File: config.mk
export PLATFORM = sky130hd
export DESIGN_NAME = utf8_to_utf16_decoder
export DESIGN_NICKNAME = d
export VERILOG_FILES = /design/src/hw/rtl/u2u_pkg.sv /design/src/hw/rtl/u2u_decode.sv /design/src/hw/rtl/u2u_serial.sv /design/src/hw/rtl/utf8_to_utf16_decoder.sv
export SDC_FILE = /design/constraint.sdc
export NUM_CORES = 1
export LEC_CHECK = 0
export CORE_MARGIN = 2
export CORE_UTILIZATION = 55
export CTS_CLUSTER_DIAMETER = 40
export DETAILED_ROUTE_END_ITERATION = 12
export DONT_BUFFER_PORTS = 1
export PLACE_DENSITY = 0.7
export SETUP_SLACK_MARGIN = 0.05
export SLEW_MARGIN = 10
export SYNTH_ARGS = -nofsm -noshare
export SYNTH_HDL_FRONTEND = slang
export SYNTH_SLANG_ARGS = --single-unit
export TNS_END_PERCENT = 20
File: constraint.sdc
create_clock -name clock -period 15.2 [get_ports clock]
set_clock_uncertainty 0.05 [all_clocks]
set_input_delay 1.52 -clock clock [delete_from_list [all_inputs] [get_ports clock]]
set_output_delay 1.52 -clock clock [all_outputs]
set_load 0.1 [all_outputs]
File: src/hw/rtl/u2u_pkg.sv
// ----------------------------------------------------------------------------
// u2u_pkg: shared types and constants for the UTF-8 to UTF-16 decoder
// Result beat layout, result bundle, configuration group and the code point
// limits used by the sequence checks.
// ----------------------------------------------------------------------------
package u2u_pkg;

   localparam int CODE_W      = 21;
   localparam int CERT_W      = 2;
   localparam int MAX_RESULTS = 3;
   localparam int CNT_W       = 2;
   localparam int CSR_IDX_W   = 1;
   localparam int CSR_DATA_W  = 1;

   // configuration register indexes
   localparam logic [CSR_IDX_W-1:0] CSR_ERROR_POLICY = 1'b0;
   localparam logic [CSR_IDX_W-1:0] CSR_UNIT_MODE    = 1'b1;

   // stream classes reported on the end beat
   localparam logic [CERT_W-1:0] CERT_ASCII   = 2'd0;
   localparam logic [CERT_W-1:0] CERT_UTF8    = 2'd1;
   localparam logic [CERT_W-1:0] CERT_INVALID = 2'd2;

   // code point limits
   localparam logic [CODE_W-1:0] CP_MAX      = 21'h10FFFF;
   localparam logic [CODE_W-1:0] CP_SUR_LO   = 21'h00D800;
   localparam logic [CODE_W-1:0] CP_SUR_HI   = 21'h00DFFF;
   localparam logic [CODE_W-1:0] CP_BMP_MAX  = 21'h00FFFF;
   localparam logic [CODE_W-1:0] CP_SUPP     = 21'h010000;
   localparam logic [CODE_W-1:0] CP_MIN2     = 21'h000080;
   localparam logic [CODE_W-1:0] CP_MIN3     = 21'h000800;
   localparam logic [CODE_W-1:0] CP_REPLACE  = 21'h00FFFD;
   localparam logic [5:0]        HI_SUR_TAG  = 6'b110110;
   localparam logic [5:0]        LO_SUR_TAG  = 6'b110111;

   typedef struct packed {
      logic error_policy;
      logic unit_mode;
   } cfg_type;

   typedef struct packed {
      logic [CODE_W-1:0] code_unit;
      logic              has_unit;
      logic              is_replacement;
      logic [CERT_W-1:0] certainty;
      logic              end_of_stream;
   } result_type;

   // all results caused by one byte, slot 0 goes out first
   typedef struct packed {
      result_type [MAX_RESULTS-1:0] slot;
      logic [CNT_W-1:0]             count;
   } bundle_type;

endpackage

File: src/hw/rtl/u2u_decode.sv
// ----------------------------------------------------------------------------
// u2u_decode: byte decoder and stream state
// Decodes one registered byte against the open sequence, checks it, and
// builds the bundle of result beats it causes; holds the per-stream state.
// ----------------------------------------------------------------------------
module u2u_decode (
   input  logic                clock,
   input  logic                reset,
   input  u2u_pkg::cfg_type    cfg,
   input  logic                step,
   input  logic [7:0]          data_byte,
   input  logic                last_byte,
   output u2u_pkg::bundle_type bundle
);
   import u2u_pkg::*;

   // stream state
   logic [2:0]        need_ff, need_in;
   logic [2:0]        seen_ff, seen_in;
   logic [CODE_W-1:0] acc_ff, acc_in;
   logic              stopped_ff, stopped_in;
   logic              nonascii_ff, nonascii_in;
   logic              error_ff, error_in;

   logic              char_ok;
   logic [CODE_W-1:0] char_cp;
   logic              err_raise;
   logic [2:0]        seen_inc;
   logic [CODE_W-1:0] acc_shift;
   logic [CODE_W-1:0] cp_min;
   logic              emit;
   logic [CODE_W-1:0] emit_cp;
   logic [19:0]       supp_off;
   logic [CODE_W-1:0] supp_diff;
   result_type        unit_hi, unit_lo, end_res;
   logic [1:0]        n_units;

   assign seen_inc  = seen_ff + 3'd1;
   assign acc_shift = {acc_ff[CODE_W-7:0], data_byte[5:0]};

   always_comb begin
      case (need_ff)
         3'd2:    cp_min = CP_MIN2;
         3'd3:    cp_min = CP_MIN3;
         default: cp_min = CP_SUPP;
      endcase
   end

   // byte processing and end-of-stream handling
   always_comb begin
      need_in     = need_ff;
      seen_in     = seen_ff;
      acc_in      = acc_ff;
      stopped_in  = stopped_ff;
      nonascii_in = nonascii_ff;
      error_in    = error_ff;
      char_ok     = 1'b0;
      char_cp     = acc_shift;
      err_raise   = 1'b0;

      if (!stopped_ff) begin
         if (need_ff == 3'd0) begin
            char_cp = {13'd0, data_byte};
            if (data_byte[7] == 1'b0) begin
               char_ok = 1'b1;
            end else if (data_byte inside {[8'hC2:8'hDF]}) begin
               need_in = 3'd2;
               seen_in = 3'd1;
               acc_in  = {16'd0, data_byte[4:0]};
            end else if (data_byte inside {[8'hE0:8'hEF]}) begin
               need_in = 3'd3;
               seen_in = 3'd1;
               acc_in  = {17'd0, data_byte[3:0]};
            end else if (data_byte inside {[8'hF0:8'hF4]}) begin
               need_in = 3'd4;
               seen_in = 3'd1;
               acc_in  = {18'd0, data_byte[2:0]};
            end else begin
               err_raise = 1'b1;
            end
         end else if (data_byte[7:6] != 2'b10) begin
            // broken sequence, the offending byte goes with it
            need_in   = 3'd0;
            seen_in   = 3'd0;
            acc_in    = '0;
            err_raise = 1'b1;
         end else if (seen_inc >= need_ff) begin
            need_in = 3'd0;
            seen_in = 3'd0;
            acc_in  = '0;
            if (acc_shift < cp_min || acc_shift > CP_MAX ||
                (acc_shift >= CP_SUR_LO && acc_shift <= CP_SUR_HI)) begin
               err_raise = 1'b1;
            end else begin
               char_ok     = 1'b1;
               nonascii_in = 1'b1;
            end
         end else begin
            seen_in = seen_inc;
            acc_in  = acc_shift;
         end
      end

      if (err_raise) begin
         error_in = 1'b1;
         if (!cfg.error_policy) stopped_in = 1'b1;
      end

      // truncated sequence at the end of the stream
      if (last_byte && !stopped_in && need_in != 3'd0) begin
         err_raise = 1'b1;
         error_in  = 1'b1;
         if (!cfg.error_policy) stopped_in = 1'b1;
      end

      // end beat: class of the stream, then back to a clean stream
      end_res                = '0;
      end_res.end_of_stream  = 1'b1;
      end_res.certainty      = error_in ? CERT_INVALID :
                               (nonascii_in ? CERT_UTF8 : CERT_ASCII);
      if (last_byte) begin
         need_in     = 3'd0;
         seen_in     = 3'd0;
         acc_in      = '0;
         stopped_in  = 1'b0;
         nonascii_in = 1'b0;
         error_in    = 1'b0;
      end
   end

   // character to UTF-16 units or a whole code point
   assign emit      = char_ok || (err_raise && cfg.error_policy);
   assign emit_cp   = err_raise ? CP_REPLACE : char_cp;
   assign supp_diff = emit_cp - CP_SUPP;
   assign supp_off  = supp_diff[19:0];

   always_comb begin
      unit_hi                = '0;
      unit_lo                = '0;
      unit_hi.has_unit       = 1'b1;
      unit_lo.has_unit       = 1'b1;
      unit_hi.is_replacement = err_raise;
      unit_lo.is_replacement = err_raise;
      n_units                = 2'd0;
      if (emit) begin
         if (!cfg.unit_mode && emit_cp > CP_BMP_MAX) begin
            unit_hi.code_unit = {5'd0, HI_SUR_TAG, supp_off[19:10]};
            unit_lo.code_unit = {5'd0, LO_SUR_TAG, supp_off[9:0]};
            n_units           = 2'd2;
         end else begin
            unit_hi.code_unit = emit_cp;
            n_units           = 2'd1;
         end
      end
   end

   // pack the bundle, end beat after any units
   always_comb begin
      bundle.slot[0] = (n_units != 2'd0) ? unit_hi : end_res;
      bundle.slot[1] = (n_units == 2'd2) ? unit_lo : end_res;
      bundle.slot[2] = end_res;
      bundle.count   = n_units + {1'b0, last_byte};
   end

   always_ff @(posedge clock) begin
      if (reset) begin
         need_ff     <= 3'd0;
         seen_ff     <= 3'd0;
         acc_ff      <= '0;
         stopped_ff  <= 1'b0;
         nonascii_ff <= 1'b0;
         error_ff    <= 1'b0;
      end else if (step) begin
         need_ff     <= need_in;
         seen_ff     <= seen_in;
         acc_ff      <= acc_in;
         stopped_ff  <= stopped_in;
         nonascii_ff <= nonascii_in;
         error_ff    <= error_in;
      end
   end

endmodule

File: src/hw/rtl/u2u_serial.sv
// ----------------------------------------------------------------------------
// u2u_serial: result register and beat sequencer
// Holds the bundle of one byte and hands its beats out one per cycle while
// rsp_ready is high; takes the next bundle in the cycle the last beat leaves.
// ----------------------------------------------------------------------------
module u2u_serial (
   input  logic                clock,
   input  logic                reset,
   input  logic                load,
   input  u2u_pkg::bundle_type bundle,
   output logic                free,
   output logic                rsp_valid,
   input  logic                rsp_ready,
   output u2u_pkg::result_type rsp_beat
);
   import u2u_pkg::*;

   result_type [MAX_RESULTS-1:0] slot_ff, slot_in;
   logic [CNT_W-1:0]             left_ff, left_in;
   logic                         fire;

   assign rsp_valid = (left_ff != '0);
   assign fire      = rsp_valid && rsp_ready;
   assign free      = (left_ff == '0) || (left_ff == CNT_W'(1) && rsp_ready);
   assign rsp_beat  = slot_ff[0];

   // load a new bundle or shift the taken beat out
   always_comb begin
      slot_in = slot_ff;
      left_in = left_ff;
      if (load) begin
         slot_in = bundle.slot;
         left_in = bundle.count;
      end else if (fire) begin
         slot_in[0] = slot_ff[1];
         slot_in[1] = slot_ff[2];
         left_in    = left_ff - CNT_W'(1);
      end
   end

   always_ff @(posedge clock) begin
      slot_ff <= slot_in;
   end

   always_ff @(posedge clock) begin
      if (reset) begin
         left_ff <= '0;
      end else begin
         left_ff <= left_in;
      end
   end

endmodule

File: src/hw/rtl/utf8_to_utf16_decoder.sv
// ----------------------------------------------------------------------------
// utf8_to_utf16_decoder: streaming UTF-8 decoder with validation
// Bytes in, UTF-16 code units or code points out, with error replacement or
// stop, and a stream class on the final beat.
// ----------------------------------------------------------------------------
// Usage:
//   req_*  : one UTF-8 byte per beat, req_last_byte on the final byte.
//   rsp_*  : result beats; a byte gives none, one unit, a surrogate pair or
//            an error unit, and the final byte adds an end beat with
//            rsp_end_of_stream and the stream class in rsp_certainty.
//   csr_*  : register writes, taken in the cycle csr_we is high; the user
//            writes only while the block is idle, not enforced by the block.
// Path: an accepted byte waits in the input register until the result
//   register is free, is then decoded, and its bundle loaded there to go out.
// Throughput: one byte a cycle while rsp_ready is high and each byte yields
//   at most one beat; a byte with more result beats (up to 3) holds the input
//   until they drain through the single result port, one beat per cycle.
// Reset: clears the control registers, the open sequence and stream flags.
// Stall: with rsp_ready low the held bundle waits, the input register fills,
//   and req_ready then drops until the bundle drains.
// ----------------------------------------------------------------------------
module utf8_to_utf16_decoder (
   input  logic                           clock,
   input  logic                           reset,
   input  logic                           req_valid,
   output logic                           req_ready,
   input  logic [7:0]                     req_data_byte,
   input  logic                           req_last_byte,
   output logic                           rsp_valid,
   input  logic                           rsp_ready,
   output logic [u2u_pkg::CODE_W-1:0]     rsp_code_unit,
   output logic                           rsp_has_unit,
   output logic                           rsp_is_replacement,
   output logic [u2u_pkg::CERT_W-1:0]     rsp_certainty,
   output logic                           rsp_end_of_stream,
   input  logic                           csr_we,
   input  logic [u2u_pkg::CSR_IDX_W-1:0]  csr_index,
   input  logic [u2u_pkg::CSR_DATA_W-1:0] csr_wdata
);
   import u2u_pkg::*;

   cfg_type    cfg_ff, cfg_in;
   logic       in_valid_ff, in_valid_in;
   logic [7:0] in_byte_ff;
   logic       in_last_ff;
   logic       ser_free;
   logic       step;
   logic       load;
   bundle_type bundle;
   result_type rsp_beat;

   // configuration registers
   always_comb begin
      cfg_in = cfg_ff;
      if (csr_we) begin
         case (csr_index)
            CSR_ERROR_POLICY: cfg_in.error_policy = csr_wdata[0];
            CSR_UNIT_MODE:    cfg_in.unit_mode    = csr_wdata[0];
            default:          cfg_in              = cfg_ff;
         endcase
      end
   end

   // input register: decoded once the result register can take the bundle
   assign step        = in_valid_ff && ser_free;
   assign load        = step && (bundle.count != '0);
   assign req_ready   = !in_valid_ff || step;
   assign in_valid_in = req_ready ? req_valid : in_valid_ff;

   always_ff @(posedge clock) begin
      if (reset) begin
         cfg_ff      <= '0;
         in_valid_ff <= 1'b0;
      end else begin
         cfg_ff      <= cfg_in;
         in_valid_ff <= in_valid_in;
      end
   end

   always_ff @(posedge clock) begin
      if (req_valid && req_ready) begin
         in_byte_ff <= req_data_byte;
         in_last_ff <= req_last_byte;
      end
   end

   u2u_decode u_decode (
      .clock     (clock),
      .reset     (reset),
      .cfg       (cfg_ff),
      .step      (step),
      .data_byte (in_byte_ff),
      .last_byte (in_last_ff),
      .bundle    (bundle)
   );

   u2u_serial u_serial (
      .clock     (clock),
      .reset     (reset),
      .load      (load),
      .bundle    (bundle),
      .free      (ser_free),
      .rsp_valid (rsp_valid),
      .rsp_ready (rsp_ready),
      .rsp_beat  (rsp_beat)
   );

   assign rsp_code_unit      = rsp_beat.code_unit;
   assign rsp_has_unit       = rsp_beat.has_unit;
   assign rsp_is_replacement = rsp_beat.is_replacement;
   assign rsp_certainty      = rsp_beat.certainty;
   assign rsp_end_of_stream  = rsp_beat.end_of_stream;

endmodule

==> impl_metrics.sql, run 1 <==
INSERT INTO impl_metrics (metric_group, metric, value, unit) VALUES
('place', 'dp_worst_setup_slack', '9720', 'ps'),
('setup_path', 'worstSetupEndpointType', 'flop', ''),
('synth', 'synth.yosys.seq_area_share', '48.4', '%'),
('sta', 'max-slew-margin-rel', '35.6', '%'),
('clocking', 'clkSlewWorstSetupHoldPaths', '90', 'ps'),
('sta', 'highest_clock_frequency_the_design_can_meet', '181', 'MHz'),
('sta', 'final_critical_path_setup_slack', '9670', 'ps'),
('drt', 'antenna_violating_nets_post_route', '0', ''),
('cells_and_area', 'area_growth', '1.45', '%'),
('clocking', 'cts-root-buf', 'sky130_fd_sc_hd__clkbuf_8', ''),
('synth', 'warnings_from_yosys', '0', ''),
('grt', 'number_of_global_route_vias_before_repair', '2975', ''),
('setup_path', 'worstSetupPathType', 'reg2reg', ''),
('synth', 'netlist.area_leader.share', '35.4', '%'),
('synth', 'synth.net_count', '470', ''),
('die', 'floorplan.initialDensity', '57.5', '%'),
('die', 'number_of_i_o_pins', '44', ''),
('power', 'fin_total_pwr', '0.821', 'mW'),
('synth', 'netlist-cell-type-count', '70', ''),
('drt', 'routed_wire_length_per_instance', '19.4', 'um'),
('outcome', 'outcome', 'finished, final reports clean', ''),
('cells_and_area', 'drive_gt1_share', '12.4', '%'),
('synth', 'cell_area_after_technology_mapping', '4490', 'sq um'),
('synth', 'async_reset_ff_share', '0', '%'),
('grt', 'gr-usage-all-layers', '24.0', '%'),
('setup_path', 'timing.critical_path.fanout_max', '42', ''),
('drt', 'drt_iter0_drc', '265', ''),
('drt', 'detail_route.vias_per_cell', '6.22', ''),
('cells_and_area', 'filler_cell_count', '671', ''),
('drt', 'via_count', '3235', ''),
('die', 'std_cell_rows', '32', ''),
('setup_path', 'cp.arrival', '5370', 'ps'),
('worst_hold_path', 'whs_path_depth', '1', ''),
('sta', 'finalSetupViolCount', '0', ''),
('place', 'buffer_ports.inserted', '0', ''),
('clocking', 'postCtsSetupRepairBufs', '0', ''),
('clocking', 'clk_latency', '360', 'ps'),
('worst_hold_path', 'worst_hold_path_type', 'reg2reg', ''),
('setup_path', 'worstRegToRegCells', '16', ''),
('clocking', 'clock_path_buffers', '2', ''),
('clocking', 'cts_resized', '0', ''),
('setup_path', 'ff2ff_setup_slack', '9670', 'ps'),
('synth', 'synth.most_common_cell', 'sky130_fd_sc_hd__edfxtp_1', ''),
('clocking', 'cts_tree', 'built', ''),
('die', 'fp.dieArea', '8900', 'sq um'),
('drt', 'detail_route.wirelength', '10.1', 'mm'),
('grt', 'globalRoute.totalOverflow', '0', ''),
('sta', 'timing_max_transition_violations_final', '0', ''),
('place', 'dp_hpwl', '7.22', 'mm'),
('worst_hold_path', 'hold_path.startpoint', 'u_decode.nonascii_ff', ''),
('setup_path', 'crit_required', '15040', 'ps'),
('sta', 'fin_crit_sh', '36.4', '%'),
('synth', 'ys_top_cells_by_area', 'sky130_fd_sc_hd__edfxtp_1, sky130_fd_sc_hd__dfxtp_1, sky130_fd_sc_hd__a21oi_1, sky130_fd_sc_hd__buf_4, sky130_fd_sc_hd__nor2_1', ''),
('synth', 'synth_top_cells_by_count', 'sky130_fd_sc_hd__edfxtp_1, sky130_fd_sc_hd__nor2_1, sky130_fd_sc_hd__a21oi_1', ''),
('drt', 'detail_route.drc_violations', '0', ''),
('setup_path', 'critical_path.reg2reg.endpoint', 'u_serial.slot_ff[37]', ''),
('setup_path', 'rr_startpoint', 'u_decode.seen_ff[0]', ''),
('cells_and_area', 'final-instance-count-excl-fill', '520', ''),
('synth', 'synth_top_area_cell', 'sky130_fd_sc_hd__edfxtp_1', ''),
('cells_and_area', 'finish.net_count', '440', ''),
('worst_hold_path', 'hold_path_end', 'u_decode.nonascii_ff', ''),
('die', 'core-area', '7810', 'sq um'),
('synth', 'synth_edf_count', '53', ''),
('sta', 'hold-worst-slack', '422', 'ps'),
('clocking', 'count_of_clock_tree_sinks', '82', ''),
('grt', 'grt_first_pass_wirelength', '16.1', 'mm'),
('sta', 'hold_viol_final', '0', ''),
('power', 'power_per_cell_area', '180', 'nW/um^2'),
('grt', 'grt_max_degree', '43', ''),
('sta', 'min_period', '5530', 'ps'),
('synth', 'avgSynthCellArea', '10.1', 'sq um');
worst max-delay path by stage:
stage	from	end	slack, ps
4_1_cts	u_decode.seen_ff[0]	u_serial.slot_ff[37]	9690
2_1_floorplan	u_decode.seen_ff[0]	u_serial.rsp_beat[0]	9830
3_3_place_gp	u_decode.seen_ff[0]	u_serial.slot_ff[35]	9970
5_1_grt	u_decode.seen_ff[0]	u_serial.rsp_beat[5]	9100
3_5_place_dp	u_decode.seen_ff[0]	u_serial.slot_ff[29]	9720
6_report	u_decode.seen_ff[0]	u_serial.slot_ff[37]	9670
final cells by class:
| type | count | area [sq um] | area share, % |
|---|---|---|---|
| clock buffer | 9 | 124 | 2.72 |
| clock inverter | 7 | 57.6 | 1.26 |
| inverter | 17 | 63.8 | 1.40 |
| multi-input combinational | 300 | 1990 | 43.6 |
| sequential | 82 | 2170 | 47.7 |
| tap | 102 | 128 | 2.80 |
| timing repair buffer | 3 | 22.5 | 0.494 |
logic make-up after synthesis:
logic type                 Yosys count  synth area share, %
xor gates and xnor gates             5                0.975
other                                1               0.0835
muxes                               14                 4.26
and+or+nand+nor                    166                 18.5
adders and majority gates           11                 3.06
buffers and inverters               61                 7.47
DFF                                 82                 48.4
AOI/OAI and AO/OA                  103                 17.3
state kept, by name (all words and copies together), names as in the netlist:
name,count
u_serial.left_ff,2
u_decode.acc_ff,15
in_byte_ff,8
u_serial.slot_ff,18
in_last_ff,1
u_decode.stopped_ff,1
u_decode.error_ff,1
cfg_ff,2
u_decode.need_ff,3
u_decode.nonascii_ff,1
u_serial.rsp_beat,26
in_valid_ff,1
u_decode.seen_ff,3
where the power goes:
group | internal (mW) | leakage [nW] | switching [mW]
registers | 0.303 | 0.735 | 0.189
logic | 0.0583 | 0.803 | 0.124
clock network | 0.0618 | 0.0886 | 0.0855
per-layer routing:
metal | up-vias | track usage (%) | part of all wire, %
met4 | 0 | 6.52 | 1.7
met5 | - | 0 | 0
met1 | 1548 | 34.4 | 46
li1 | 1534 | - | -
met3 | 16 | 4.55 | 5.7
met2 | 137 | 37.8 | 46
metrics by stage:
stage | util [%] | cell area [sq um]
after floorplan | - | 4490
after CTS | 58.3 | 4550
after global routing | 58.3 | 4560
after global placement | 56.0 | 4370
after detailed placement | 56.0 | 4370
final | 58.3 | 4560
cells in the final DEF, fill, tap and decap left out, drive strengths merged, types with 6 or more instances in the layout:
| cell type | count |
|---|---|
| a21o | 7 |
| a21oi | 40 |
| and2 | 6 |
| clkbuf | 9 |
| dfxtp | 29 |
| edfxtp | 53 |
| ha | 11 |
| inv | 21 |
| mux2 | 11 |
| nand2 | 38 |
| nand2b | 11 |
| nand3 | 24 |
| nand4 | 7 |
| nor2 | 47 |
| nor3 | 10 |
| o21ai | 15 |
critical path, stage by stage (launching register included):
cell and delay, ps:
sky130_fd_sc_hd__dfxtp_1 340, sky130_fd_sc_hd__ha_1 320, sky130_fd_sc_hd__ha_1 350, sky130_fd_sc_hd__a2111oi_4 100, sky130_fd_sc_hd__nor4_1 410, sky130_fd_sc_hd__o211ai_2 190
sky130_fd_sc_hd__a211oi_2 380, sky130_fd_sc_hd__o21ai_0 230, sky130_fd_sc_hd__ha_1 320, sky130_fd_sc_hd__nand4_1 190, sky130_fd_sc_hd__a2bb2oi_4 280, sky130_fd_sc_hd__and2_4 300
sky130_fd_sc_hd__nor2_1 80, sky130_fd_sc_hd__ha_1 340, sky130_fd_sc_hd__or2_1 330, sky130_fd_sc_hd__o211ai_4 240, sky130_fd_sc_hd__nand2_2 580
(Power assumes the default switching activity.)
==> inputs of run 2 (changes only) <==
Settings changed: PLACE_DENSITY 0.7 to 0.73.
Clock period 15.2 ns to 5 ns, I/O delays scaled along.
==> impl_metrics.sql, run 2 (synthesis gave the netlist of run 1 again) <==
INSERT INTO impl_metrics (metric_group, metric, value, unit) VALUES
('setup_path', 'worstSetupEndpointType', 'flop', ''),
('clocking', 'clock_path_buffers', '2', ''),
('setup_path', 'cp.arrival', '4810', 'ps'),
('sta', 'final_critical_path_setup_slack', '250', 'ps'),
('place', 'postPlaceCellArea', '4500', 'sq um'),
('setup_path', 'worstSetupPathType', 'reg2reg', ''),
('cells_and_area', 'mostFrequentLayoutCells', 'sky130_fd_sc_hd__edfxtp_1, sky130_fd_sc_hd__nor2_1, sky130_fd_sc_hd__a21oi_1', ''),
('power', 'fin_total_pwr', '2.57', 'mW'),
('place', 'dp.cells', '517', ''),
('cells_and_area', 'design_area', '4790', 'sq um'),
('worst_hold_path', 'worst_hold_path_type', 'in2reg', ''),
('die', 'std_cell_rows', '32', ''),
('outcome', 'outcome', 'finished, final reports clean', ''),
('grt', 'globalRoute.totalOverflow', '0', ''),
('cells_and_area', 'largest_register_ff_count', '26', ''),
('flow_run', 'maxCapViolations', '0', ''),
('place', 'place.gp.congestion', '0.963', ''),
('clocking', 'cts-root-buf', 'sky130_fd_sc_hd__clkbuf_8', ''),
('sta', 'timing_max_transition_violations_final', '0', ''),
('sta', 'min_period', '4750', 'ps'),
('power', 'p_leak', '1.74', 'nW'),
('die', 'floorplan.die.width', '94.4', 'um'),
('drt', 'drt-pass1-iter-count', '4', ''),
('die', 'number_of_i_o_pins', '44', ''),
('grt', 'number_of_global_route_vias_before_repair', '3143', ''),
('drt', 'wl_met1', '4.33', 'mm'),
('clocking', 'cts_hold_buffers', '0', ''),
('sta', 'max-slew-margin-rel', '22.2', '%'),
('setup_path', 'worstSetupStartpointType', 'flop', ''),
('place', 'dp_worst_setup_slack', '-13.6', 'ps'),
('die', 'die_h', '94.4', 'um'),
('setup_path', 'crit_required', '5060', 'ps'),
('die', 'floorplan.initialDensity', '57.5', '%'),
('cells_and_area', 'final-instance-count-excl-fill', '538', ''),
('clocking', 'clkSlewWorstSetupHoldPaths', '80', 'ps'),
('drt', 'drt_iter0_drc', '287', ''),
('sta', 'hold_viol_final', '0', ''),
('clocking', 'clk_latency', '350', 'ps'),
('die', 'core-area', '7810', 'sq um'),
('cells_and_area', 'area_growth', '6.66', '%'),
('cells_and_area', 'filler_cell_count', '635', ''),
('drt', 'detail_route.drc_violations', '0', ''),
('clocking', 'cts-htree-levels', '3', ''),
('clocking', 'count_of_clock_tree_sinks', '82', ''),
('cells_and_area', 'drive_gt1_share', '18.1', '%'),
('power', 'vdd.ir_drop.worst', '0.251', 'mV'),
('drt', 'via_count', '3306', ''),
('sta', 'finalSetupViolCount', '0', ''),
('sta', 'highest_clock_frequency_the_design_can_meet', '211', 'MHz'),
('grt', 'grt_first_pass_wirelength', '16.1', 'mm'),
('sta', 'tightestPinTransition', '1160', 'ps'),
('drt', 'routed.top_layer', 'met4', ''),
('cells_and_area', 'insertedDiodeCount', '0', ''),
('power', 'power_per_cell_area', '537', 'nW/um^2'),
('clocking', 'cts_tree', 'built', ''),
('cells_and_area', 'most_frequent_standard_cell_in_the_layout_excluding_fill_and_tap_cells', 'sky130_fd_sc_hd__edfxtp_1', ''),
('grt', 'grt_max_degree', '29', ''),
('drt', 'detail_route.wirelength', '10.1', 'mm'),
('setup_path', 'timing.critical_path.fanout_max', '19', ''),
('place', 'dp_hpwl', '7.15', 'mm'),
('die', 'fp.dieArea', '8900', 'sq um'),
('sta', 'hold-worst-slack', '162', 'ps'),
('cells_and_area', 'finish.net_count', '458', ''),
('drt', 'met2WireLength', '4.93', 'mm'),
('sta', 'fin_crit_sh', '95.0', '%'),
('clocking', 'cts_made_buffers', '9', ''),
('drt', 'routed_wire_length_per_instance', '18.8', 'um'),
('drt', 'detailroute.wirelength.met3', '710', 'um'),
('drt', 'detail_route.vias_per_cell', '6.14', ''),
('grt', 'gr-usage-all-layers', '23.7', '%'),
('drt', 'antenna_violating_nets_post_route', '0', ''),
('place', 'buffer_ports.inserted', '0', ''),
('grt', 'grt_antenna_before_repair', '0', '');
-- run 2: changes by cell type in the layout (fill, tap and decap cells not counted), sizes merged --
cell,delta
buf,+18
clkinv,+3
inv,-3
clkinvlp,-2
bufinv,+1
clkbuf,+1
-- run 2: worst max-delay path: stages, from the launching register on --
cell	delay, ps
sky130_fd_sc_hd__dfxtp_1	350
sky130_fd_sc_hd__ha_1	350
sky130_fd_sc_hd__ha_4	240
sky130_fd_sc_hd__a2111oi_4	470
sky130_fd_sc_hd__nor4_2	120
sky130_fd_sc_hd__o211ai_2	300
sky130_fd_sc_hd__a211oi_4	130
sky130_fd_sc_hd__o21ai_2	230
sky130_fd_sc_hd__ha_2	220
sky130_fd_sc_hd__nand4_1	170
sky130_fd_sc_hd__a2bb2oi_4	200
sky130_fd_sc_hd__and2_4	170
sky130_fd_sc_hd__nor2_1	100
sky130_fd_sc_hd__ha_2	320
sky130_fd_sc_hd__nor2b_2	190
sky130_fd_sc_hd__nand4_1	180
sky130_fd_sc_hd__o211ai_4	140
sky130_fd_sc_hd__inv_2	110
sky130_fd_sc_hd__buf_12	170
sky130_fd_sc_hd__mux2_4	300
-- run 2: per-stage QoR --
stage	utilization [%]	setup TNS, ps
final	61.3	0
after global routing	61.3	-189
after CTS	60.2	0
after detailed placement	57.6	-72.7
after global placement	57.6	0
after floorplan	-	0
-- run 2: cell type report --
class / count / area [sq um] / area share [%]
clock buffers: 10 / 128 / 2.66
clock inverters: 6 / 65.1 / 1.36
inverters: 17 / 63.8 / 1.33
multi-input cells: 300 / 2050 / 42.8
flip-flops and latches: 82 / 2170 / 45.4
well taps: 102 / 128 / 2.66
repair buffers: 21 / 183 / 3.81
-- run 2: final timing paths --
kind	cells past startpoint	from	to	slack (ps)
setup / recovery	19	u_decode.seen_ff[0]	u_serial.rsp_beat[9]	250
hold / removal	1	reset	u_decode.acc_ff[14]	160
setup reg to reg	19	u_decode.seen_ff[0]	u_serial.rsp_beat[9]	250
hold reg to reg	2	u_decode.seen_ff[1]	u_decode.seen_ff[1]	410
-- run 2: where the power goes --
group	leakage, nW	internal (mW)	switching [mW]
sequential	0.735	0.915	0.568
combinational	0.903	0.223	0.395
clock	0.0983	0.232	0.242
total	1.74	1.37	1.20
-- run 2: layer usage --
layer	vias to the layer above	global-route usage (%)
li1	1571	-
met1	1572	32.3
met2	148	38.0
met3	15	5.19
met4	0	7.13
met5	-	0
-- run 2: repair_timing --
item                                    CTS  global route
buffers inserted                          0             5
pin swaps                                 0             6
resized for setup                         2            13
endpoints found under the setup margin   16            44
